**src/hw/rtl/udp_dv_pkg.sv**
```systemverilog
// Shared types, status codes and checksum fold function for the UDP datagram validator.
`default_nettype none
package udp_dv_pkg;

  localparam logic [15:0] UDP_HDR_BYTES = 16'd8;

  localparam logic [2:0] ST_OK        = 3'd0;
  localparam logic [2:0] ST_MAX_SMALL = 3'd1;
  localparam logic [2:0] ST_OVER_MAX  = 3'd2;
  localparam logic [2:0] ST_OVER_IP   = 3'd3;
  localparam logic [2:0] ST_UNDER_HDR = 3'd4;
  localparam logic [2:0] ST_MISMATCH  = 3'd5;

  localparam logic REQ_HEADER  = 1'b0;
  localparam logic REQ_PAYLOAD = 1'b1;

  typedef struct packed {
    logic        fail;
    logic [2:0]  status;
    logic [19:0] seed_sum;
    logic [15:0] bytes_left;
    logic [15:0] expected_sum;
  } hdr_res_t;

  // fold a 32-bit one's-complement sum twice and complement it
  function automatic logic [15:0] fold_sum(input logic [31:0] s);
    logic [16:0] t;
    logic [16:0] u;
    t = {1'b0, s[31:16]} + {1'b0, s[15:0]};
    u = {1'b0, t[15:0]} + {16'b0, t[16]};
    return ~u[15:0];
  endfunction

endpackage
`default_nettype wire

```
**src/hw/rtl/udp_dv_hdr_check.sv**
```systemverilog
// Header size checks and pseudo-header seed sum.
`default_nettype none
module udp_dv_hdr_check (
  input  wire logic [15:0]         max_packet_len,
  input  wire logic [31:0]         src_addr,
  input  wire logic [31:0]         dst_addr,
  input  wire logic [7:0]          protocol,
  input  wire logic [15:0]         ip_total_len,
  input  wire logic [3:0]          ip_hdr_words,
  input  wire logic [15:0]         src_port,
  input  wire logic [15:0]         dst_port,
  input  wire logic [15:0]         udp_len,
  input  wire logic [15:0]         udp_sum,
  output udp_dv_pkg::hdr_res_t     hdr_res
);

  logic [15:0] ihl_bytes;
  logic [15:0] ip_payload;
  logic        ip_neg;
  logic [19:0] seed;

  assign ihl_bytes  = {10'b0, ip_hdr_words, 2'b00};
  assign ip_neg     = ip_total_len < ihl_bytes;
  assign ip_payload = ip_total_len - ihl_bytes;

  assign seed = {4'b0, src_addr[31:16]} + {4'b0, src_addr[15:0]}
              + {4'b0, dst_addr[31:16]} + {4'b0, dst_addr[15:0]}
              + {12'b0, protocol} + {4'b0, ip_payload}
              + {4'b0, src_port} + {4'b0, dst_port} + {4'b0, udp_len};

  always_comb begin
    hdr_res.fail         = 1'b1;
    hdr_res.status       = udp_dv_pkg::ST_OK;
    hdr_res.seed_sum     = seed;
    hdr_res.bytes_left   = udp_len - udp_dv_pkg::UDP_HDR_BYTES;
    hdr_res.expected_sum = udp_sum;
    if (max_packet_len < udp_dv_pkg::UDP_HDR_BYTES) begin
      hdr_res.status = udp_dv_pkg::ST_MAX_SMALL;
    end else if (udp_len > max_packet_len) begin
      hdr_res.status = udp_dv_pkg::ST_OVER_MAX;
    end else if (ip_neg || (udp_len > ip_payload)) begin
      hdr_res.status = udp_dv_pkg::ST_OVER_IP;
    end else if (udp_len < udp_dv_pkg::UDP_HDR_BYTES) begin
      hdr_res.status = udp_dv_pkg::ST_UNDER_HDR;
    end else begin
      hdr_res.fail = 1'b0;
    end
  end

endmodule
`default_nettype wire

```
**src/hw/rtl/udp_dv_accum.sv**
```systemverilog
// Running checksum state, finalize and compare, and the result register.
`default_nettype none
module udp_dv_accum (
  input  wire logic                 clk,
  input  wire logic                 rst_n,
  input  wire logic                 adv,
  input  wire logic                 req_type,
  input  wire logic [7:0]           data_byte,
  input  wire udp_dv_pkg::hdr_res_t hdr_res,
  input  wire logic                 out_stall,
  output logic                      out_valid,
  output logic                      out_valid_res,
  output logic [15:0]               out_computed_sum,
  output logic [2:0]                out_status
);

  logic [31:0] sum_r,   sum_nxt;
  logic [15:0] left_r,  left_nxt;
  logic        odd_r,   odd_nxt;
  logic        open_r,  open_nxt;
  logic [15:0] exp_r,   exp_nxt;

  logic        emit;
  logic        res_valid;
  logic [15:0] res_sum;
  logic [2:0]  res_status;
  logic        fin;
  logic [15:0] folded;

  logic        out_valid_r;
  logic        out_valid_res_r;
  logic [15:0] out_sum_r;
  logic [2:0]  out_status_r;

  always_comb begin
    sum_nxt    = sum_r;
    left_nxt   = left_r;
    odd_nxt    = odd_r;
    open_nxt   = open_r;
    exp_nxt    = exp_r;
    fin        = 1'b0;
    emit       = 1'b0;
    res_valid  = 1'b0;
    res_sum    = 16'd0;
    res_status = udp_dv_pkg::ST_OK;
    folded     = 16'd0;
    if (req_type == udp_dv_pkg::REQ_HEADER) begin
      open_nxt = 1'b0;
      if (hdr_res.fail) begin
        emit       = 1'b1;
        res_status = hdr_res.status;
      end else begin
        sum_nxt  = {12'b0, hdr_res.seed_sum};
        exp_nxt  = hdr_res.expected_sum;
        odd_nxt  = 1'b0;
        left_nxt = hdr_res.bytes_left;
        open_nxt = 1'b1;
        fin      = (hdr_res.bytes_left == 16'd0);
      end
    end else if (open_r) begin
      if (odd_r) begin
        sum_nxt = sum_r + {24'b0, data_byte};
      end else begin
        sum_nxt = sum_r + {16'b0, data_byte, 8'b0};
      end
      odd_nxt  = ~odd_r;
      left_nxt = left_r - 16'd1;
      fin      = (left_nxt == 16'd0);
    end
    if (fin) begin
      folded    = udp_dv_pkg::fold_sum(sum_nxt);
      open_nxt  = 1'b0;
      emit      = 1'b1;
      res_sum   = folded;
      res_valid = (folded == exp_nxt);
      res_status = res_valid ? udp_dv_pkg::ST_OK : udp_dv_pkg::ST_MISMATCH;
    end
  end

  always_ff @(posedge clk) begin
    if (!rst_n) begin
      sum_r       <= 32'd0;
      left_r      <= 16'd0;
      odd_r       <= 1'b0;
      open_r      <= 1'b0;
      exp_r       <= 16'd0;
      out_valid_r <= 1'b0;
    end else begin
      if (adv) begin
        sum_r       <= sum_nxt;
        left_r      <= left_nxt;
        odd_r       <= odd_nxt;
        open_r      <= open_nxt;
        exp_r       <= exp_nxt;
        out_valid_r <= emit;
      end else if (!out_stall) begin
        out_valid_r <= 1'b0;
      end
    end
  end

  always_ff @(posedge clk) begin
    if (adv && emit) begin
      out_valid_res_r <= res_valid;
      out_sum_r       <= res_sum;
      out_status_r    <= res_status;
    end
  end

  assign out_valid        = out_valid_r;
  assign out_valid_res    = out_valid_res_r;
  assign out_computed_sum = out_sum_r;
  assign out_status       = out_status_r;

endmodule
`default_nettype wire

```
**src/hw/rtl/udp_datagram_validate.sv**
```systemverilog
// Top level of the UDP datagram validator: request register, checks and accumulator.
`default_nettype none
// Takes one request per cycle while in_stall is low: a header request opens a
// datagram and carries the IPv4 pseudo-header and UDP header, then udp_len - 8
// payload requests follow, one byte each. The request that causes a result (the
// header on a size failure or an empty payload, otherwise the last payload byte)
// passes through a request register, and the result is held in a result register;
// while a result waits under out_stall, one more request can enter and then waits.
// A header arriving mid-datagram abandons the open one silently; stray payload
// bytes with no open datagram produce nothing. cfg_wr_data is written to
// max_packet_len (reset 65535) whenever cfg_wr_en is high and should change only
// while idle.
module udp_datagram_validate (
  input  wire logic        clk,
  input  wire logic        rst_n,
  input  wire logic        cfg_wr_en,
  input  wire logic [15:0] cfg_wr_data,
  input  wire logic        in_valid,
  output logic             in_stall,
  input  wire logic        in_req_type,
  input  wire logic [31:0] in_src_addr,
  input  wire logic [31:0] in_dst_addr,
  input  wire logic [7:0]  in_protocol,
  input  wire logic [15:0] in_ip_total_len,
  input  wire logic [3:0]  in_ip_hdr_words,
  input  wire logic [15:0] in_src_port,
  input  wire logic [15:0] in_dst_port,
  input  wire logic [15:0] in_udp_len,
  input  wire logic [15:0] in_udp_sum,
  input  wire logic [7:0]  in_data_byte,
  output logic             out_valid,
  input  wire logic        out_stall,
  output logic             out_valid_res,
  output logic [15:0]      out_computed_sum,
  output logic [2:0]       out_status
);

  logic [15:0] max_len_r;
  logic        req_v_r;
  logic        req_type_r;
  logic [31:0] src_addr_r;
  logic [31:0] dst_addr_r;
  logic [7:0]  protocol_r;
  logic [15:0] ip_total_len_r;
  logic [3:0]  ip_hdr_words_r;
  logic [15:0] src_port_r;
  logic [15:0] dst_port_r;
  logic [15:0] udp_len_r;
  logic [15:0] udp_sum_r;
  logic [7:0]  data_byte_r;

  logic                  adv;
  logic                  in_take;
  udp_dv_pkg::hdr_res_t  hdr_res;

  assign adv      = req_v_r && (!out_valid || !out_stall);
  assign in_stall = req_v_r && !adv;
  assign in_take  = in_valid && !in_stall;

  always_ff @(posedge clk) begin
    if (!rst_n) begin
      max_len_r <= 16'hffff;
      req_v_r   <= 1'b0;
    end else begin
      if (cfg_wr_en) begin
        max_len_r <= cfg_wr_data;
      end
      if (in_take) begin
        req_v_r <= 1'b1;
      end else if (adv) begin
        req_v_r <= 1'b0;
      end
    end
  end

  // hold the request payload until it advances
  always_ff @(posedge clk) begin
    if (in_take) begin
      req_type_r     <= in_req_type;
      src_addr_r     <= in_src_addr;
      dst_addr_r     <= in_dst_addr;
      protocol_r     <= in_protocol;
      ip_total_len_r <= in_ip_total_len;
      ip_hdr_words_r <= in_ip_hdr_words;
      src_port_r     <= in_src_port;
      dst_port_r     <= in_dst_port;
      udp_len_r      <= in_udp_len;
      udp_sum_r      <= in_udp_sum;
      data_byte_r    <= in_data_byte;
    end
  end

  udp_dv_hdr_check u_hdr_check (
    .max_packet_len (max_len_r),
    .src_addr       (src_addr_r),
    .dst_addr       (dst_addr_r),
    .protocol       (protocol_r),
    .ip_total_len   (ip_total_len_r),
    .ip_hdr_words   (ip_hdr_words_r),
    .src_port       (src_port_r),
    .dst_port       (dst_port_r),
    .udp_len        (udp_len_r),
    .udp_sum        (udp_sum_r),
    .hdr_res        (hdr_res)
  );

  udp_dv_accum u_accum (
    .clk              (clk),
    .rst_n            (rst_n),
    .adv              (adv),
    .req_type         (req_type_r),
    .data_byte        (data_byte_r),
    .hdr_res          (hdr_res),
    .out_stall        (out_stall),
    .out_valid        (out_valid),
    .out_valid_res    (out_valid_res),
    .out_computed_sum (out_computed_sum),
    .out_status       (out_status)
  );

  a_pass_iff_ok: assert property (@(posedge clk) disable iff (!rst_n)
    out_valid |-> (out_valid_res == (out_status == udp_dv_pkg::ST_OK)))
    else $error("pass flag disagrees with status");

  a_size_fail_zero_sum: assert property (@(posedge clk) disable iff (!rst_n)
    (out_valid && out_status != udp_dv_pkg::ST_OK
       && out_status != udp_dv_pkg::ST_MISMATCH) |-> (out_computed_sum == 16'd0))
    else $error("size failure with nonzero checksum");

  a_result_from_request: assert property (@(posedge clk) disable iff (!rst_n)
    $rose(out_valid) |-> $past(req_v_r))
    else $error("result without a request");

  a_stall_only_when_full: assert property (@(posedge clk) disable iff (!rst_n)
    (req_v_r && !in_stall && !in_take) |=> !req_v_r)
    else $error("request register not drained");

endmodule
`default_nettype wire
```
**config.mk**
```make
export PLATFORM = sky130hd
export DESIGN_NAME = udp_datagram_validate
export DESIGN_NICKNAME = d
export VERILOG_FILES = /design/src/hw/rtl/udp_dv_pkg.sv /design/src/hw/rtl/udp_dv_hdr_check.sv /design/src/hw/rtl/udp_dv_accum.sv /design/src/hw/rtl/udp_datagram_validate.sv
export SDC_FILE = /design/constraint.sdc
export NUM_CORES = 1
export LEC_CHECK = 0
export BUFFER_PORTS_ARGS = -buffer_cell sky130_fd_sc_hd__buf_2
export CORE_MARGIN = 1.5
export CORE_UTILIZATION = 39
export CTS_CLUSTER_SIZE = 14
export DETAILED_ROUTE_END_ITERATION = 6
export PLACE_DENSITY = 0.69
export SYNTH_ARGS = -nofsm -noshare
export SYNTH_HDL_FRONTEND = slang
export SYNTH_SLANG_ARGS = --single-unit
```
**constraint.sdc**
```tcl
create_clock -name clk -period 10.4 [get_ports clk]
set_clock_uncertainty 0.1 [all_clocks]
set_input_delay 2.08 -clock clk [delete_from_list [all_inputs] [get_ports clk]]
set_output_delay 2.08 -clock clk [all_outputs]
set_load 0.005 [all_outputs]
```
# [After elaboration in Yosys (flattened, before gate mapping)]
# Cells that the tools add are included.
[totals] regBits=269 in_bits=186 out_inout_bits=22 elab_cells=101
[op_classes] add_sub_neg=15 magnitude_cmp=5 n_eq_ne=5 n_mux=37 n_bitwise=2 n_reduce_logical=15
[ops] operator="$mux W32" count=4
[ops] operator="$add A20 B16 Y20" count=6
[ops] operator="$mux W16" count=5
[ops] operator="$add A16 B16 Y17" count=2
[ops] operator="$add A32 B16 Y32" count=1
[ops] operator="$add A32 B8 Y32" count=1
[ops] operator="$gt A16 B16 Y1" count=2
[ops] operator="$logic_not A16 Y1" count=2
[ops] operator="$lt A16 B4 Y1 const B" count=2
[ops] operator="$mux W3" count=8
[ops] operator="$add A20 B8 Y20" count=1
[ops] operator="$mux W1" count=20
[ops] operator="$add A16 B1 Y16" count=1
[ops] operator="$eq A16 B16 Y1" count=1
[ops] operator="$lt A16 B6 Y1" count=1
[ops] operator="$not A16 Y16" count=1
[ops] operator="$sub A16 B1 Y16 const B" count=1
[ops] operator="$sub A16 B4 Y16 const B" count=1
[ops] operator="$sub A16 B6 Y16" count=1
[ops] operator="$ne A2 B1 Y1 const B" count=3
[ops] operator="$logic_and A1 B1 Y1" count=4
[ops] operator="$logic_not A1 Y1" count=4
[ops] operator="$reduce_and A3 Y1" count=1
[ops] operator="$logic_or A1 B1 Y1" count=2
[ops] operator="other kinds (4)" count=4

# [Logic depth before layout (Yosys ltp)]
# Gate-level depths: netlist (run 1).
[logic_depth] ltp_word=16 ltp_mapped=50 mapped_depth_nobuf=50

# [Hierarchy]
# Synthesis (run 1) repeated with hierarchy kept, for this count alone.
[hier_totals] cells_unflattened=1659 area_unflattened_um2=17530.6
[by_module_without_submodules] module="udp_dv_accum" n_inst=1 cells_each=900 area_each_um2=7049.3 seq_area_each_um2=1941.9
[by_module_without_submodules] module="udp_datagram_validate" n_inst=1 cells_each=222 area_each_um2=5584.1 seq_area_each_um2=5295.1
[by_module_without_submodules] module="udp_dv_hdr_check" n_inst=1 cells_each=537 area_each_um2=4897.2 seq_area_each_um2=0.0

# [Worst setup path before layout (run 1)]
# OpenSTA, ideal clock, no wires.
[synth_path] path_kind="flip-flop to flip-flop" start="register src_addr_r[1]" end="register u_accum.out_status_r[2] (netlist: u_accum.out_status[2]), data pin" setup_time_ns=0.254 arrival_time_ns=10.324 required_time_ns=10.046 slack_ns=-0.279 path_stages_with_launch=48 n_path_buf=0 period_less_slack_ns=10.679 path_cell_list="edfxtp_1 -> ha_1 -> a21o_1 -> a21oi_1 -> o21bai_1 -> a21oi_1 -> nor2b_1 -> o21a_1 -> o31a_1 -> o41ai_1 -> xnor2_1 -> fa_1 -> inv_1 -> fa_1 -> fa_1 -> fa_1 -> inv_1 -> ha_1 -> (+12 left out) -> o2111ai_1 -> a31o_2 -> a211oi_1 -> o31ai_1 -> a21boi_0 -> o21ai_0 -> nand2b_1 -> ha_1 -> nand3_1 -> nor3_1 -> o2111ai_1 -> and4bb_2 -> xnor2_1 -> xor2_1 -> nor4_1 -> nand4_1 -> or4_1 -> o21a_1"
[synth_via] elab_chain_cells=16
[synth_lines] item="start: declaration" line_no="udp_datagram_validate.sv:41" text="logic [31:0] src_addr_r;"
[synth_lines] item="start signal: assignment" line_no="udp_datagram_validate.sv:80" text="src_addr_r <= in_src_addr;"
[synth_lines] item="$add A16 B16 Y17" line_no="udp_dv_hdr_check.sv:26" text="assign seed = {4'b0, src_addr[31:16]} + {4'b0, src_addr[15:0]}"
[synth_lines] item="$add A20 B16 Y20 (2 in a row)" line_no="udp_dv_hdr_check.sv:27" text="+ {4'b0, dst_addr[31:16]} + {4'b0, dst_addr[15:0]}"
[synth_lines] item="$add A20 B8 Y20" line_no="udp_dv_hdr_check.sv:28" text="+ {12'b0, protocol} + {4'b0, ip_payload}"
[synth_lines] item="$add A20 B16 Y20" line_no="udp_dv_hdr_check.sv:28"
[synth_lines] item="$add A20 B16 Y20 (3 in a row)" line_no="udp_dv_hdr_check.sv:29" text="+ {4'b0, src_port} + {4'b0, dst_port} + {4'b0, udp_len};"
[synth_lines] item="$mux W32" line_no="udp_dv_accum.sv:49" text="if (hdr_res.fail) begin"
[synth_lines] item="$mux W32" line_no="udp_dv_accum.sv:47" text="if (req_type == udp_dv_pkg::REQ_HEADER) begin"
[synth_lines] item="net u_accum.sum_nxt[16]" line_no="udp_dv_accum.sv:17" text="logic [31:0] sum_r, sum_nxt;"
[synth_lines] item="$add A16 B16 Y17" line_no="udp_dv_pkg.sv:29" text="t = {1'b0, s[31:16]} + {1'b0, s[15:0]};"
[synth_lines] item="$add A16 B1 Y16" line_no="udp_dv_pkg.sv:30" text="u = {1'b0, t[15:0]} + {16'b0, t[16]};"
[synth_lines] item="$not A16 Y16" line_no="udp_dv_pkg.sv:31" text="return ~u[15:0];"
[synth_lines] item="$eq A16 B16 Y1" line_no="udp_dv_accum.sv:75" text="res_valid = (folded == exp_nxt);"
[synth_lines] item="$mux W3" line_no="udp_dv_accum.sv:76" text="res_status = res_valid ? udp_dv_pkg::ST_OK : udp_dv_pkg::ST_MISMATCH;"
[synth_lines] item="$mux W3" line_no="udp_dv_accum.sv:70" text="if (fin) begin"
[synth_lines] item="net u_accum.res_status[2]" line_no="udp_dv_accum.sv:26" text="logic [2:0] res_status;"
[synth_lines] item="end signal: assignment" line_no="udp_dv_accum.sv:106" text="out_status_r <= res_status;"
[synth_lines] item="end: declaration" line_no="udp_dv_accum.sv:33" text="logic [2:0] out_status_r;"
# The timed path passes the listed nets, and every way through them passes these cells.
# A chain may end at the register's enable or synchronous reset.

# [Worst setup path in the final report (run 1)]
[layout_path] start="register src_addr_r[17]" end="register u_accum.out_status_r[2] (netlist: u_accum.out_status[2]), data pin"
# The elaborated chain is that of the path after synthesis.

==> results of run 1 <==
Yosys cell counts, drive strengths merged, types with 10 or more instances:
library cell / number / area [sq um]
inv: 190 / 713
edfxtp: 185 / 5560
nand2: 163 / 612
ha: 118 / 1480
nor2: 118 / 445
a21oi: 107 / 536
fa: 92 / 1840
dfxtp: 84 / 1680
o21ai: 78 / 402
xnor2: 59 / 517
clkbuf: 47 / 178
nand3: 43 / 215
nor3: 42 / 210
xor2: 42 / 368
a21o: 26 / 195
nor2b: 25 / 156
mux2i: 23 / 230
o211ai: 22 / 165
and3: 21 / 131
o21a: 20 / 150
a211oi: 18 / 135
nor4: 15 / 100
a31oi: 14 / 87.6
nand4: 14 / 87.6
and2: 12 / 75.1
nand2b: 11 / 68.8
a21boi: 10 / 75.1
o22ai: 10 / 62.6
cells by family after synthesis:
group,Yosys count
compound gates,379
mux,23
simple gates,498
flops,269
xor+xnor,101
fa+ha+maj,210
buf+inv,243
layout make-up:
| class | count | area [sq um] |
|---|---|---|
| timing repair buffer | 323 | 1930 |
| tap | 592 | 741 |
| sequential | 269 | 7240 |
| multi-input combinational | 1211 | 9690 |
| fill | 4071 | 22800 |
| clock inverter | 18 | 123 |
| inverter | 190 | 713 |
| antenna | 1 | 2.50 |
| clock buffer | 38 | 855 |
layer usage:
metal,GRT usage (%),vias to the layer above
met5,0,-
li1,-,6679
met3,2.68,96
met1,24.5,6559
met2,35.2,397
met4,8.22,4
where the power goes:
group	switching (uW)	internal, uW
sequential	62.9	1230
clock	461	586
combinational	2100	1820
flip-flops by register name, indices dropped and copies added (netlist names), 8 cells and up:
| signal | cells |
|---|---|
| u_accum.out_computed_sum | 16 |
| dst_addr_r | 32 |
| udp_len_r | 16 |
| u_accum.exp_r | 16 |
| protocol_r | 8 |
| max_len_r | 16 |
| src_port_r | 16 |
| src_addr_r | 32 |
| u_accum.sum_r | 32 |
| udp_sum_r | 16 |
| dst_port_r | 16 |
| data_byte_r | 8 |
| u_accum.left_r | 16 |
| ip_total_len_r | 16 |
worst max path at each step:
stage / startpoint / endpoint / slack [ps] / depth (start not counted)
3_3_place_gp: src_addr_r[0] / u_accum.out_status[2] / -450 / 52
3_5_place_dp: src_addr_r[16] / u_accum.out_status[2] / -740 / 53
4_1_cts: src_addr_r[17] / u_accum.out_status[2] / -300 / 50
2_1_floorplan: out_stall / data_byte_r[0] / 6 / 2
6_report: src_addr_r[17] / u_accum.out_status[2] / -490 / 51
5_1_grt: src_addr_r[17] / u_accum.out_status[2] / -920 / 51
stage by stage:
step	utilization (%)	setup WS [ps]	power, uW
5_1_grt	48.3	-924	6690
6_report	48.3	-491	6260
3_5_place_dp	44.6	-744	4690
3_3_place_gp	44.6	-445	4620
2_1_floorplan	-	5.75	3370
4_1_cts	47.7	-297	6010
repair_timing:
action,4_1_cts,5_1_grt
pin swaps,60,60
endpoints found under the setup margin,5,9
resized for setup,52,34
setup buffers,20,12
critical path, delay by kind of cell (launching register included):
kind / cells / cell delay [ps]
buffers and inverters: 10 / 1000
adder cells (fa/ha/maj): 9 / 3400
AO/OA/AOI/OAI: 18 / 3070
AND/OR/NAND/NOR: 10 / 2170
XOR/XNOR: 4 / 500
flip-flops: 1 / 400
==> flow_summary.toml, run 1 <==
[synth]
synth_xor_area_share_pct = 5.08
yosysWarnings = 0
ys_seq_elements = 269
seq_area_frac_synth_pct = 41.6
synth-simple-area-share_pct = 13.6
synth_cells = 1723
synth-compound-area-share_pct = 14.1
async_reset_ff_share_pct = 0
synth_top_flop_cell = "edfxtp_1"
syn-num-nets = 2119
yosysUniqueCellTypes = 71
synth_edf_count = 185
synth_area_sq_um = 17400
synthMuxAreaShare_pct = 1.32
syn_avg_cell_area_sq_um = 10.1
synth_adder_area_share_pct = 19.1
synth_top_family_by_area = "adder cells"

[outcome]
status = "finished, violations left"
violations = "negative setup slack"

[placed_design]
dp.cells = 2556
place_area_sq_um = 19700
io_buffer_count = 207
place_congestion = 0.886
dp_hpwl_um = 35100

[sta]
period_needed_ps = 10890
tightest_slew_ps = 1280
finalSetupViolCount = 3
tns_ps = -1120
slew_headroom_pct = 14.5
rsz0062_at_grt = "yes"
drv_slew = 0
fin_hold_ws_ps = 355
hold_viol = 0
period_share_pct = 105
setup_slack_ps = -491
max_freq_mhz = 91.8

[global_routing]
grt_max_degree = 166
antenna_found_initial = 3
grt_pass1_wl_um = 73000
overflow = 0
grt_usage_pct = 19.9
grt_pass1_vias = 14000

[clock_tree]
ctsHoldBuffers = 0
cts_buffer_depth = 3
insertion_delay_ps = 580
cts_sinks = 269
clock-root-buffer = "clkbuf_16"
numCtsBuffers = 30
path_clk_slew_ps = 60
cts_max_level = 1
cts_tree = "yes"

[floorplanning]
initial_core_util_pct = 39.5
rows = 77
dieWidth_um = 214
fp.coreArea_sq_um = 44100
ios = 208
dieArea_sq_um = 45900
chipHeight_um = 214

[routing]
ant_nets = 0
wl_met2_um = 23000
routedWlPerCell_um = 17.5
wirelength_um = 46300
met3_length_um = 2150
highest_layer = "met5"
drt-met1-wl_um = 19300
vias = 13700
vias_per_cell = 5.20
dr.first_iter.drc_count = 859
dr.pass1.iters = 5
drc = 0

[critical_path]
crit_fanout = 2
reg2reg_slack_ps = -490
r2r_end = "u_accum.out_status[2]"
crit_top_cell = "buf_4"
arrival_ps = 11130
worst-setup-path-type = "reg2reg"
cpPeakStageDelay_ps = 560
cp-start-kind = "flip-flop"
cpMaxStageDelayCell = "fa_1"
reg2reg_depth = 51
timing.rr.start = "src_addr_r[17]"
critPathCaptureType = "flip-flop"
worstPathRequired_ps = 10640

[hold_path]
hp-class = "reg2reg"
min_path_cells = 2
min_delay_worst_endpoint = "u_accum.exp_r[8]"
hold_start = "u_accum.exp_r[8]"

[power]
total_leakage_power_uw = 0.00905
peakVddDrop_v = 0.000191
powerDensity_nw_per_um2 = 294

[layout]
mostFrequentLayoutCell = "buf_2"
drive_gt1_share_pct = 22.4
area_growth_pct = 22.3
layout_common_cells = "207 x buf_2, 185 x edfxtp_1, 184 x inv_1, 161 x nand2_1"
layoutNonFillerInstCount = 2642
final_nets = 2421
final_area_sq_um = 21300

[flow_run]
cap_violations = 0
Note: power is estimated with default switching activity, not from simulation.
==> run 2, diff against run 1 <==
--- a/config.mk
+++ b/config.mk
@@ -5,11 +5,13 @@
 export SDC_FILE = /design/constraint.sdc
 export NUM_CORES = 1
 export LEC_CHECK = 0
+export ABC_AREA = 1
 export BUFFER_PORTS_ARGS = -buffer_cell sky130_fd_sc_hd__buf_2
 export CORE_MARGIN = 1.5
 export CORE_UTILIZATION = 39
 export CTS_CLUSTER_SIZE = 14
 export DETAILED_ROUTE_END_ITERATION = 6
+export MAX_ROUTING_LAYER = met4
 export PLACE_DENSITY = 0.69
 export SYNTH_ARGS = -nofsm -noshare
 export SYNTH_HDL_FRONTEND = slang
==> run 2 against run 1 <==
  * The flow now finishes without violations
  * Design area decreased by 0.82%
  * Die area is 5.6% higher
  * Critical endpoint unchanged
  * Register-to-register slack gained 1200 ps
  * Largest cell class unchanged
  * Critical path type unchanged
==> flow_summary.toml, run 2 <==
[clock_tree]
path_clk_slew_ps = 60
numCtsBuffers = 31
cts_sinks = 269
cts_max_level = 1
cts_buffer_depth = 3
cts_tree = "yes"
insertion_delay_ps = 590
clock-root-buffer = "clkbuf_16"
post-cts-setup-buffers = 0

[critical_path]
reg2reg_slack_ps = 660
cp-start-kind = "flip-flop"
cpPeakStageDelay_ps = 550
worst-setup-path-type = "reg2reg"
critPathLaunch = "src_addr_r[0]"
critPathCaptureType = "flip-flop"
worstPathRequired_ps = 10640
timing.rr.start = "src_addr_r[0]"
crit_fanout = 4
crit_top_cell = "nand2_1"
cpMaxStageDelayCell = "fa_1"
arrival_ps = 9970

[synth]
async_reset_ff_share_pct = 0
synth_top_flop_cell = "edfxtp_1"
synth_adder_area_share_pct = 18.0
syn-num-nets = 2549
synth_edf_count = 185
synth_xor_area_share_pct = 3.43
yosys.area.top_type_share_pct = 30.2
synth.area.top_cells = "edfxtp_1 30%, fa_1 10%, dfxtp_1 9.1%"
ys_seq_elements = 269
synthMuxAreaShare_pct = 0
synth_top_family_by_area = "simple AND/OR/NAND/NOR gates"
syn_avg_cell_area_sq_um = 8.55
synth_area_sq_um = 18400
yosys.area.top_type = "edfxtp_1"
yosysWarnings = 0
synth-compound-area-share_pct = 11.1
synth_common_cells = "409 x nand2_1, 368 x inv_1, 185 x edfxtp_1, 181 x nor2_1, 162 x a21oi_1"
synth-simple-area-share_pct = 19.0
seq_area_frac_synth_pct = 39.3
synth_cells = 2153
yosysUniqueCellTypes = 55
yosysMostFrequentCell = "nand2_1"

[power]
peakVddDrop_v = 0.000169
total_leakage_power_uw = 0.00989
powerDensity_nw_per_um2 = 263

[layout]
reg_top3 = "dst_addr_r x32, src_addr_r x32, u_accum.sum_r x32"
fill_cells = 4376
drive_gt1_share_pct = 13.7
final_area_sq_um = 21100
area_growth_pct = 14.8
mostFrequentLayoutCell = "nand2_1"
layout_common_cells = "409 x nand2_1, 367 x inv_1, 207 x buf_2, 185 x edfxtp_1, 181 x nor2_1"
final_nets = 2746

[hold_path]
hold_start = "max_len_r[0]"
hp-class = "reg2reg"

[floorplanning]
initial_core_util_pct = 39.5
fp.coreArea_sq_um = 46600
ios = 208
dieWidth_um = 220
chipHeight_um = 220
rows = 79
dieArea_sq_um = 48500

[sta]
finalSetupViolCount = 0
hold_viol = 0
fin_hold_ws_ps = 374
period_share_pct = 93.6
slew_headroom_pct = 27.6
drv_slew = 0
max_freq_mhz = 103
tightest_slew_ps = 1070
period_needed_ps = 9740

[global_routing]
grt_max_degree = 85
grt_pass1_vias = 15000
antenna_found_initial = 2
overflow = 0
grt_pass1_wl_um = 79200
grt_usage_pct = 21.5

[routing]
vias_per_cell = 5.13
ant_nets = 0
dr.pass1.iters = 5
wirelength_um = 50300
vias = 15300
routedWlPerCell_um = 16.9
dr.first_iter.drc_count = 998
drc = 0

[placed_design]
place_congestion = 0.984
dp_hpwl_um = 39300
io_buffer_count = 207
place_area_sq_um = 20000

[flow_run]
cap_violations = 0

[outcome]
status = "finished, final reports clean"
-- run 2: critical path: cells and delay by family, from the launching register on --
family	cells	cell delay (ps)
xor+xnor	2	270
flops	1	370
simple gates	26	2620
compound gates	12	1790
buf+inv	6	450
fa+ha+maj	10	3890
-- run 2: layout make-up --
class                      count  area, sq um  share of cell area [%]
tap                          607          759                    3.60
clock inverter                12          148                   0.699
timing repair buffer         217         1110                    5.26
sequential                   269         7240                    34.3
antenna                        2         5.00                  0.0237
inverter                     379         1430                    6.76
clock buffer                  46          920                    4.35
multi-input combinational   1452         9520                    45.1
-- run 2: cell families after synthesis --
| kind of cell | count (synthesis) |
|---|---|
| AO/OA/AOI/OAI | 368 |
| AND/OR/NAND/NOR | 802 |
| XOR/XNOR | 72 |
| adder cells (fa/ha/maj) | 210 |
| flip-flops | 269 |
| buffers and inverters | 432 |
-- run 2: path summary, 6_finish.rpt --
| check | end | depth (start not counted) |
|---|---|---|
| worst max-delay path | u_accum.out_status[2] | 56 |
| worst min-delay path | max_len_r[0] | 2 |
| worst max register to register | u_accum.out_status[2] | 56 |
| worst min register to register | max_len_r[0] | 2 |
-- run 2: repair_timing --
| action | in CTS | in global routing |
|---|---|---|
| setup endpoints to repair | 0 | 3 |
| gates resized for setup | 0 | 5 |
| hold buffers | 0 | 0 |
-- run 2: power by group --
group | switching (uW) | internal [uW] | leakage, uW
Combinational | 2010 | 1100 | 0.00687
Sequential | 64.2 | 1230 | 0.00249
Clock | 459 | 686 | 0.000527
-- run 2: metrics by stage --
step                setup TNS, ps  power (uW)  setup slack (ps)  cells  util (%)
floorplan                       0        3470              1950   2153         -
global placement                0        4320               834   2924      43.0
detailed placement              0        4350               537   2924      43.0
CTS                             0        5520               500   2982      45.3
global route                -18.6        6030             -15.1   2984      45.4
finish                          0        5550               665   2984      45.4
-- run 2: per-layer routing --
layer	share of wire [%]	up-vias	track usage, %
met5	0	-	-
met4	3.3	0	7.53
met3	5.4	87	2.93
met2	48	448	35.4
met1	43	7274	27.2
li1	-	7486	-
